--- src/design/bab_pkg.sv ---
// Package for the batch average brightness map block.
// Holds the transaction payload types, the batch record type and the fixed mapping constants.
// Depends on nothing; every other design file imports it.
package bab_pkg;

    typedef struct packed {
        logic [11:0] sample_value;
        logic        has_sample;
        logic        batch_end;
    } in_item_t;

    typedef struct packed {
        logic [11:0] average_value;
        logic [6:0]  level_pct;
        logic [7:0]  duty_value;
        logic        batch_overflow;
    } out_item_t;

    // One closed batch as handed from the accumulator to the mapping engine.
    typedef struct packed {
        logic [21:0] sum;
        logic [10:0] count;
        logic        overflow;
    } batch_t;

    localparam int SUM_W   = 22;
    localparam int COUNT_W = 11;

    localparam int QUEUE_DEPTH = 4;
    localparam int QUEUE_PTR_W = $clog2(QUEUE_DEPTH);

    localparam logic [11:0] FULL_SCALE = 12'd4095;
    localparam logic [6:0]  PCT_MIN    = 7'd50;
    localparam logic [6:0]  PCT_MAX    = 7'd100;

    // pct = floor((140*F^3 + 35*F^2*d + 15*d^3) / (2*F^3)) with F = 4095, d = 2*avg - F.
    localparam int          MAP_W       = 45;
    localparam int          PCT_QBITS   = 7;
    localparam logic [44:0] MAP_BASE    = 45'd9613682032500;
    localparam logic signed [30:0] MAP_LIN_K = 31'sd586915875;
    localparam logic [44:0] MAP_DIV     = 45'd137338314750;

    // The quotient by MAP_DIV is estimated as ((num >> 20) * floor(2^57 / MAP_DIV)) >> 37.
    // The estimate is never high and at most one low, so one compare against MAP_DIV fixes it.
    localparam int          MAP_DROP        = 20;
    localparam logic [20:0] MAP_RECIP       = 21'd1049344;
    localparam int          MAP_RECIP_SHIFT = 37;

    // duty = floor(pct*255/100) = (pct*255*5243) >> 19 for pct*255 up to 25500.
    localparam logic [13:0] DUTY_RECIP = 14'd5243;
    localparam int          DUTY_SHIFT = 19;

endpackage

--- src/design/batch_average_brightness_map.sv ---
// Top level of the batch average brightness map block.
// Connects the accumulator front end, the batch queue and the mapping engine.
// Depends on bab_pkg, bab_front, bab_queue and bab_back.
//
//  Channel | Ports                      | Payload type       | Role
//  --------+----------------------------+--------------------+------------------------------
//  input   | s_valid, s_ready, s_data   | bab_pkg::in_item_t | samples and end-of-batch marks
//  result  | m_valid, m_ready, m_data   | bab_pkg::out_item_t| one transaction per non-empty batch
//
// The front end takes one input transaction every cycle while the batch queue has room.
// Each non-empty batch then passes through the mapping engine: it is taken from the queue,
// goes through the bit-serial sum/count division, the curve arithmetic, the reciprocal
// constant division that yields the percentage, and finally the duty.
// Reset is synchronous and active low; it empties the queue and clears the running batch.
// A stalled result channel holds the output register; the queue then absorbs up to
// four closed batches before s_ready falls.
module batch_average_brightness_map #(
    parameter int MAX_BATCH = 1024
) (
    input  logic               aclk,
    input  logic               aresetn,
    input  logic               s_valid,
    output logic               s_ready,
    input  bab_pkg::in_item_t  s_data,
    output logic               m_valid,
    input  logic               m_ready,
    output bab_pkg::out_item_t m_data
);
    import bab_pkg::*;

    // Closed batches travel from the accumulator to the mapping engine through the queue.
    logic   push_valid, push_ready;
    batch_t push_data;
    logic   pop_valid, pop_ready;
    batch_t pop_data;

    bab_front #(
        .MAX_BATCH (MAX_BATCH)
    ) u_front (
        .aclk       (aclk),
        .aresetn    (aresetn),
        .s_valid    (s_valid),
        .s_ready    (s_ready),
        .s_data     (s_data),
        .push_valid (push_valid),
        .push_ready (push_ready),
        .push_data  (push_data)
    );

    bab_queue u_queue (
        .aclk       (aclk),
        .aresetn    (aresetn),
        .push_valid (push_valid),
        .push_ready (push_ready),
        .push_data  (push_data),
        .pop_valid  (pop_valid),
        .pop_ready  (pop_ready),
        .pop_data   (pop_data)
    );

    // The engine computes one batch at a time and holds its result until taken.
    bab_back u_back (
        .aclk      (aclk),
        .aresetn   (aresetn),
        .pop_valid (pop_valid),
        .pop_ready (pop_ready),
        .pop_data  (pop_data),
        .m_valid   (m_valid),
        .m_ready   (m_ready),
        .m_data    (m_data)
    );

endmodule

--- src/design/bab_front.sv ---
// Accumulator front end of the batch average brightness map block.
// Sums samples per batch and hands each non-empty closed batch to the queue.
// Depends on bab_pkg.
module bab_front #(
    parameter int MAX_BATCH = 1024
) (
    input  logic              aclk,
    input  logic              aresetn,
    input  logic              s_valid,
    output logic              s_ready,
    input  bab_pkg::in_item_t s_data,
    output logic              push_valid,
    input  logic              push_ready,
    output bab_pkg::batch_t   push_data
);
    import bab_pkg::*;

    localparam logic [COUNT_W-1:0] MAX_COUNT = COUNT_W'(MAX_BATCH);

    logic [SUM_W-1:0]   sum_reg,   sum_next;
    logic [COUNT_W-1:0] count_reg, count_next;
    logic               ovf_reg,   ovf_next;
    logic [SUM_W-1:0]   sum_add;
    logic [COUNT_W-1:0] count_add;
    logic               ovf_add;
    logic               accept;

    assign s_ready = push_ready;
    assign accept  = s_valid && s_ready;

    always_comb begin
        sum_add   = sum_reg;
        count_add = count_reg;
        ovf_add   = ovf_reg;
        if (s_data.has_sample) begin
            if (count_reg < MAX_COUNT) begin
                sum_add   = sum_reg + SUM_W'(s_data.sample_value);
                count_add = count_reg + COUNT_W'(1);
            end else begin
                ovf_add = 1'b1;
            end
        end
    end

    assign push_data.sum      = sum_add;
    assign push_data.count    = count_add;
    assign push_data.overflow = ovf_add;
    assign push_valid = accept && s_data.batch_end && (count_add != '0);

    always_comb begin
        sum_next   = sum_reg;
        count_next = count_reg;
        ovf_next   = ovf_reg;
        if (accept) begin
            if (s_data.batch_end) begin
                sum_next   = '0;
                count_next = '0;
                ovf_next   = 1'b0;
            end else begin
                sum_next   = sum_add;
                count_next = count_add;
                ovf_next   = ovf_add;
            end
        end
    end

    always_ff @(posedge aclk) begin
        if (!aresetn) begin
            sum_reg   <= '0;
            count_reg <= '0;
            ovf_reg   <= 1'b0;
        end else begin
            sum_reg   <= sum_next;
            count_reg <= count_next;
            ovf_reg   <= ovf_next;
        end
    end

`ifndef SYNTHESIS
    a_count_bound: assert property (@(posedge aclk) disable iff (!aresetn)
        count_reg <= MAX_COUNT)
        else $error("batch count exceeds the batch limit");
`endif

endmodule

--- src/design/bab_queue.sv ---
// Short register queue of closed batches between the accumulator and the mapping engine.
// Depends on bab_pkg for the batch record type and the depth.
module bab_queue (
    input  logic            aclk,
    input  logic            aresetn,
    input  logic            push_valid,
    output logic            push_ready,
    input  bab_pkg::batch_t push_data,
    output logic            pop_valid,
    input  logic            pop_ready,
    output bab_pkg::batch_t pop_data
);
    import bab_pkg::*;

    batch_t                 entry_reg [QUEUE_DEPTH];
    logic [QUEUE_PTR_W-1:0] wr_ptr_reg, wr_ptr_next;
    logic [QUEUE_PTR_W-1:0] rd_ptr_reg, rd_ptr_next;
    logic [QUEUE_PTR_W:0]   fill_reg,   fill_next;
    logic                   push, pop;

    assign push_ready = (fill_reg != (QUEUE_PTR_W+1)'(QUEUE_DEPTH));
    assign pop_valid  = (fill_reg != '0);
    assign pop_data   = entry_reg[rd_ptr_reg];
    assign push       = push_valid && push_ready;
    assign pop        = pop_valid && pop_ready;

    always_comb begin
        wr_ptr_next = push ? wr_ptr_reg + QUEUE_PTR_W'(1) : wr_ptr_reg;
        rd_ptr_next = pop  ? rd_ptr_reg + QUEUE_PTR_W'(1) : rd_ptr_reg;
        fill_next   = fill_reg;
        if (push && !pop) begin
            fill_next = fill_reg + (QUEUE_PTR_W+1)'(1);
        end else if (pop && !push) begin
            fill_next = fill_reg - (QUEUE_PTR_W+1)'(1);
        end
    end

    always_ff @(posedge aclk) begin
        if (push) begin
            entry_reg[wr_ptr_reg] <= push_data;
        end
    end

    always_ff @(posedge aclk) begin
        if (!aresetn) begin
            wr_ptr_reg <= '0;
            rd_ptr_reg <= '0;
            fill_reg   <= '0;
        end else begin
            wr_ptr_reg <= wr_ptr_next;
            rd_ptr_reg <= rd_ptr_next;
            fill_reg   <= fill_next;
        end
    end

`ifndef SYNTHESIS
    a_fill_bound: assert property (@(posedge aclk) disable iff (!aresetn)
        fill_reg <= (QUEUE_PTR_W+1)'(QUEUE_DEPTH))
        else $error("queue fill level out of range");
    a_ptr_gap: assert property (@(posedge aclk) disable iff (!aresetn)
        QUEUE_PTR_W'(wr_ptr_reg - rd_ptr_reg) == fill_reg[QUEUE_PTR_W-1:0])
        else $error("queue pointers disagree with fill level");
`endif

endmodule

--- src/design/bab_back.sv ---
// Mapping engine of the batch average brightness map block.
// Divides sum by count, evaluates the cubic brightness curve exactly, derives the duty,
// and holds the result in the output register. Depends on bab_pkg.
module bab_back (
    input  logic               aclk,
    input  logic               aresetn,
    input  logic               pop_valid,
    output logic               pop_ready,
    input  bab_pkg::batch_t    pop_data,
    output logic               m_valid,
    input  logic               m_ready,
    output bab_pkg::out_item_t m_data
);
    import bab_pkg::*;

    localparam logic [3:0] ST_IDLE = 4'd0;
    localparam logic [3:0] ST_DIV  = 4'd1;
    localparam logic [3:0] ST_AVG  = 4'd2;
    localparam logic [3:0] ST_SQ   = 4'd3;
    localparam logic [3:0] ST_CUBE = 4'd4;
    localparam logic [3:0] ST_SUM  = 4'd5;
    localparam logic [3:0] ST_QEST = 4'd6;
    localparam logic [3:0] ST_QFIX = 4'd7;
    localparam logic [3:0] ST_DUTY = 4'd8;

    logic [3:0]          state_reg, state_next;
    logic [4:0]          step_reg,  step_next;
    logic [COUNT_W-1:0]  rem_reg,   rem_next;
    logic [SUM_W-1:0]    quo_reg,   quo_next;
    logic [COUNT_W-1:0]  cnt_reg,   cnt_next;
    logic                ovf_reg,   ovf_next;
    logic [11:0]         avg_reg,   avg_next;
    logic signed [12:0]  d_reg,     d_next;
    logic [23:0]         sq_reg,    sq_next;
    logic signed [37:0]  cube_reg,  cube_next;
    logic signed [43:0]  lin_reg,   lin_next;
    logic [MAP_W-1:0]    num_reg,   num_next;
    logic [PCT_QBITS-1:0] q_reg,    q_next;
    out_item_t           out_reg,   out_next;
    logic                out_valid_reg, out_valid_next;

    logic [COUNT_W:0]    trial;
    logic                trial_ge;
    logic [11:0]         avg_clamped;
    logic signed [13:0]  d_wide;
    logic signed [25:0]  sq_full;
    logic signed [41:0]  cube15;
    logic signed [45:0]  num_signed;
    logic [MAP_W:0]      q_prod;
    logic [MAP_W-1:0]    q_mul;
    logic [MAP_W-1:0]    q_rem;
    logic                q_low;
    logic [6:0]          pct;
    logic [14:0]         pct255;
    logic [28:0]         duty_full;
    logic                out_free;

    assign pop_ready = (state_reg == ST_IDLE);
    assign m_valid   = out_valid_reg;
    assign m_data    = out_reg;
    assign out_free  = !out_valid_reg || m_ready;

    assign trial       = {rem_reg, quo_reg[SUM_W-1]};
    assign trial_ge    = trial >= {1'b0, cnt_reg};
    assign avg_clamped = (quo_reg[SUM_W-1:12] != '0) ? FULL_SCALE : quo_reg[11:0];
    assign d_wide      = $signed({1'b0, avg_clamped, 1'b0}) - $signed({2'b00, FULL_SCALE});
    assign sq_full     = 26'(d_reg) * 26'(d_reg);
    assign cube15      = ($signed(42'(cube_reg)) <<< 4) - $signed(42'(cube_reg));
    assign num_signed  = $signed({1'b0, MAP_BASE}) + $signed(46'(lin_reg))
                       + $signed(46'(cube15));

    // The reciprocal estimate of the percentage, then the remainder that decides
    // whether it is one short.
    assign q_prod = (MAP_W+1)'(num_reg[MAP_W-1:MAP_DROP]) * (MAP_W+1)'(MAP_RECIP);
    assign q_mul  = MAP_W'(q_reg) * MAP_DIV;
    assign q_rem  = num_reg - q_mul;
    assign q_low  = q_rem >= MAP_DIV;

    always_comb begin
        if (q_reg < PCT_MIN) begin
            pct = PCT_MIN;
        end else if (q_reg > PCT_MAX) begin
            pct = PCT_MAX;
        end else begin
            pct = q_reg;
        end
    end

    assign pct255    = {pct, 8'd0} - 15'(pct);
    assign duty_full = 29'(pct255) * 29'(DUTY_RECIP);

    always_comb begin
        state_next     = state_reg;
        step_next      = step_reg;
        rem_next       = rem_reg;
        quo_next       = quo_reg;
        cnt_next       = cnt_reg;
        ovf_next       = ovf_reg;
        avg_next       = avg_reg;
        d_next         = d_reg;
        sq_next        = sq_reg;
        cube_next      = cube_reg;
        lin_next       = lin_reg;
        num_next       = num_reg;
        q_next         = q_reg;
        out_next       = out_reg;
        out_valid_next = out_valid_reg && !m_ready;

        unique case (state_reg)
            ST_IDLE: begin
                if (pop_valid) begin
                    quo_next   = pop_data.sum;
                    cnt_next   = pop_data.count;
                    ovf_next   = pop_data.overflow;
                    rem_next   = '0;
                    step_next  = '0;
                    state_next = ST_DIV;
                end
            end
            ST_DIV: begin
                // Restoring division, one quotient bit per cycle.
                rem_next  = trial_ge ? COUNT_W'(trial - {1'b0, cnt_reg}) : trial[COUNT_W-1:0];
                quo_next  = {quo_reg[SUM_W-2:0], trial_ge};
                step_next = step_reg + 5'd1;
                if (step_reg == 5'(SUM_W - 1)) begin
                    state_next = ST_AVG;
                end
            end
            ST_AVG: begin
                avg_next   = avg_clamped;
                d_next     = d_wide[12:0];
                state_next = ST_SQ;
            end
            ST_SQ: begin
                sq_next    = sq_full[23:0];
                state_next = ST_CUBE;
            end
            ST_CUBE: begin
                cube_next  = 38'($signed({1'b0, sq_reg})) * 38'(d_reg);
                lin_next   = 44'(MAP_LIN_K) * 44'(d_reg);
                state_next = ST_SUM;
            end
            ST_SUM: begin
                num_next   = num_signed[45] ? '0 : num_signed[MAP_W-1:0];
                state_next = ST_QEST;
            end
            ST_QEST: begin
                q_next     = q_prod[MAP_RECIP_SHIFT+PCT_QBITS-1:MAP_RECIP_SHIFT];
                state_next = ST_QFIX;
            end
            ST_QFIX: begin
                if (q_low) begin
                    q_next = q_reg + PCT_QBITS'(1);
                end
                state_next = ST_DUTY;
            end
            ST_DUTY: begin
                if (out_free) begin
                    out_next.average_value  = avg_reg;
                    out_next.level_pct      = pct;
                    out_next.duty_value     = duty_full[DUTY_SHIFT+7:DUTY_SHIFT];
                    out_next.batch_overflow = ovf_reg;
                    out_valid_next          = 1'b1;
                    state_next              = ST_IDLE;
                end
            end
            default: begin
                state_next = ST_IDLE;
            end
        endcase
    end

    always_ff @(posedge aclk) begin
        if (!aresetn) begin
            state_reg     <= ST_IDLE;
            out_valid_reg <= 1'b0;
        end else begin
            state_reg     <= state_next;
            out_valid_reg <= out_valid_next;
        end
    end

    always_ff @(posedge aclk) begin
        step_reg <= step_next;
        rem_reg  <= rem_next;
        quo_reg  <= quo_next;
        cnt_reg  <= cnt_next;
        ovf_reg  <= ovf_next;
        avg_reg  <= avg_next;
        d_reg    <= d_next;
        sq_reg   <= sq_next;
        cube_reg <= cube_next;
        lin_reg  <= lin_next;
        num_reg  <= num_next;
        q_reg    <= q_next;
        out_reg  <= out_next;
    end

`ifndef SYNTHESIS
    a_pct_range: assert property (@(posedge aclk) disable iff (!aresetn)
        m_valid |-> (m_data.level_pct >= PCT_MIN && m_data.level_pct <= PCT_MAX))
        else $error("brightness percentage out of range");
    a_no_overwrite: assert property (@(posedge aclk) disable iff (!aresetn)
        (m_valid && !m_ready) |=> (m_valid && $stable(m_data)))
        else $error("pending result overwritten");
`endif

endmodule

--- config.mk ---
export PLATFORM = sky130hd
export DESIGN_NAME = batch_average_brightness_map
export DESIGN_NICKNAME = d
export VERILOG_FILES = /design/src/design/bab_pkg.sv /design/src/design/batch_average_brightness_map.sv /design/src/design/bab_front.sv /design/src/design/bab_queue.sv /design/src/design/bab_back.sv
export SDC_FILE = /design/constraint.sdc
export NUM_CORES = 2
export LEC_CHECK = 0
export BUFFER_PORTS_ARGS = -buffer_cell sky130_fd_sc_hd__buf_4
export CAP_MARGIN = 15
export CORE_UTILIZATION = 30
export DETAILED_ROUTE_END_ITERATION = 7
export PLACE_DENSITY = 0.47
export SETUP_SLACK_MARGIN = 0.2
export SYNTH_ARGS = -nofsm -noshare
export SYNTH_HDL_FRONTEND = slang
export SYNTH_SLANG_ARGS = --single-unit
--- constraint.sdc ---
create_clock -name aclk -period 11 [get_ports aclk]
set_input_delay 1.65 -clock aclk [delete_from_list [all_inputs] [get_ports aclk]]
set_output_delay 1.65 -clock aclk [all_outputs]
set_load 0.01 [all_outputs]
==> impl_metrics.yaml <==
cts:
  post_cts_resized: 0
  clock-sinks: 428
  hold_buffers: 0
  cts_tree: "done"
  cts.path.max_buffers: 3
  clk_pin_slew_ns: 0.07
  cts-root-buf: "clkbuf_16"
  htree_levels: 2
  cts_buffers: 55
  clk-insertion-delay-late_ns: 0.68
  cts_setup_buffers: 0
logic_synthesis:
  synthArstFlopShare_pct: 0
  synth_cell_types: 92
  synth_seq_cells: 428
  synth-edff-count: 380
  synth_cells: 5262
  synth-main-ff-cell: "edfxtp_1"
  yosysWarningCount: 0
  syn_area_um2: 53100
  syn_area_per_cell_um2: 10.1
  ys_seq_area_share_pct: 23.3
worst_setup_path:
  cpMostUsedCell: "fa_1"
  crit_fanout: 9
  required_ns: 11.30
  startpoint: "u_back.q_reg[3]"
  cp.arrival_ns: 10.07
  r2r_start: "u_back.q_reg[3]"
  end_kind: "flop"
  cp-start-kind: "flop"
  cpPeakStageDelay_ns: 0.77
  worst-r2r-setup-slack_ns: 1.23
  critPathSlowestCell: "o41ai_1"
  path_class: "reg -> reg"
global_route:
  grt_max_degree: 72
  grt_use_total_pct: 15.5
  grt_pass1_vias: 38000
  antenna_found_initial: 1
  grt_pass1_wl_um: 218000
  grt_overflow: 0
status:
  status: "completed"
sta:
  final.setup.tns_ns: 0
  finalHoldViolCount: 0
  grt_setup_unrepaired: "false"
  max_freq_mhz: 102
  tightest_slew_ns: 0.975
  min_period_ns: 9.77
  slew_headroom_pct: 34.5
  setup_violations: 0
  layout_worst_path_cycle_share_pct: 88.8
  slew_violations: 0
  fin_skew_ns: 0.0724
run:
  drv_cap: 0
floorplan:
  die_w_um: 423
  start_util_pct: 30.2
  die_h_um: 423
  placementRows: 154
  ioPinCount: 48
  core-area_um2: 176000
  fp.dieArea_um2: 179000
drt:
  dr.pass1.iters: 6
  drt-total-wl_um: 137000
  drt_iter0_drc: 1657
  ant_nets: 0
  wire_per_inst_um: 17.9
  vias_per_cell: 4.71
  route.vias.total: 36100
  drc_errors: 0
hold_path:
  hold_path.class: "reg -> reg"
  worstHoldStart: "u_back.ovf_reg"
cells_and_area:
  multi_input_area_um2: 36700
  fin_util_pct: 33.2
  layout_commonest_cell: "inv_1"
  seqCellArea_um2: 12400
  nNetsFinal: 6720
  largest_reg_flops: 136
  design_area_um2: 58400
  drive_above_1_share_pct: 5.79
  layout_common_cells: "inv_1 (954), ha_1 (835), fa_1 (577)"
  area.growth.synth_to_final_pct: 10.0
  nFillCells: 18000
place:
  port_buffers: 47
  place.gp.congestion: 0.862
  place_hpwl_um: 111000
  dpl_cell_area_um2: 56300
[worst max-delay path: cells and delay by family (launching register included)]
family                     cells  cell delay [ns]
and+or+nand+nor                6             1.21
DFF                            1             0.63
AOI/OAI and AO/OA             13             4.14
adders and majority gates      6             2.86
buffers and inverters          3             0.51
[kinds of logic (layout without fill, tap and decap cells)]
| group | after synthesis | after routing | share of synthesized area (%) |
|---|---|---|---|
| multiplexers | 70 | 70 | 2.18 |
| AND/OR/NAND/NOR | 1190 | 1190 | 10.8 |
| adder cells (fa/ha/maj) | 1412 | 1412 | 41.4 |
| AO/OA/AOI/OAI | 803 | 803 | 10.0 |
| buffers and inverters | 1083 | 1154 | 7.67 |
| other | 2 | 7 | 0.0141 |
| XOR/XNOR | 274 | 274 | 4.52 |
| flip-flops | 428 | 428 | 23.3 |
[metal layers]
layer  up-vias  global-route usage, %  routed length, µm
met5         -                      0                 19
met4         2                   3.45               2730
met3       126                   1.57               3800
met2       486                   26.7              66000
met1     17800                   20.8              64900
li1      17700                      -                  -
[per-stage QoR]
stage,hold slack (ns),setup slack [ns],cells
final,0.429,1.23,7678
after global routing,0.432,0.396,7677
after CTS,0.426,1.13,7677
after detailed placement,0.407,1.21,7573
after global placement,0.403,1.46,7573
after floorplan,0.400,2.77,5266
[cell usage after synthesis, types with 16 or more instances]
master | count | area, µm²
a22oi_1 | 17 | 128
nand3_1 | 85 | 425
a211oi_1 | 22 | 165
or2_2 | 20 | 125
inv_1 | 954 | 3580
mux4_2 | 34 | 766
nand2_1 | 387 | 1450
nor3_1 | 59 | 295
o21bai_1 | 28 | 210
o21ai_0 | 155 | 776
nor2_1 | 269 | 1010
and3_1 | 27 | 169
xor2_1 | 86 | 753
mux2_2 | 25 | 282
dfxtp_1 | 48 | 961
clkbuf_1 | 109 | 409
fa_1 | 577 | 11600
or3_1 | 23 | 144
and2_1 | 93 | 582
nand4_1 | 29 | 181
edfxtp_1 | 380 | 11400
o21a_1 | 35 | 263
nand2b_1 | 56 | 350
nor2b_1 | 66 | 413
ha_1 | 835 | 10400
a21o_1 | 115 | 863
a31oi_1 | 30 | 188
xnor2_1 | 188 | 1650
a21oi_1 | 210 | 1050
nor4_1 | 16 | 100
a21boi_0 | 26 | 195
[final timing paths]
| kind | to | depth (start not counted) |
|---|---|---|
| worst min-delay path | u_back.m_data[0] | 0 |
| worst max-delay path | u_back.q_reg[4] | 28 |
| worst max register to register | u_back.q_reg[4] | 28 |
| worst min register to register | u_back.m_data[0] | 0 |
[final cells by class]
class                   count  area share, %
diodes                      1        0.00429
clock buffers              64           2.50
clock inverters            40           1.07
inverters                 958           6.16
multi-input cells        3755           62.9
flip-flops and latches    428           21.2
well taps                2340           5.01
repair buffers             92           1.18
Power is left out: the tool's default activity adds up to more than one toggle a clock period on the data nets, which glitch-free logic cannot reach.
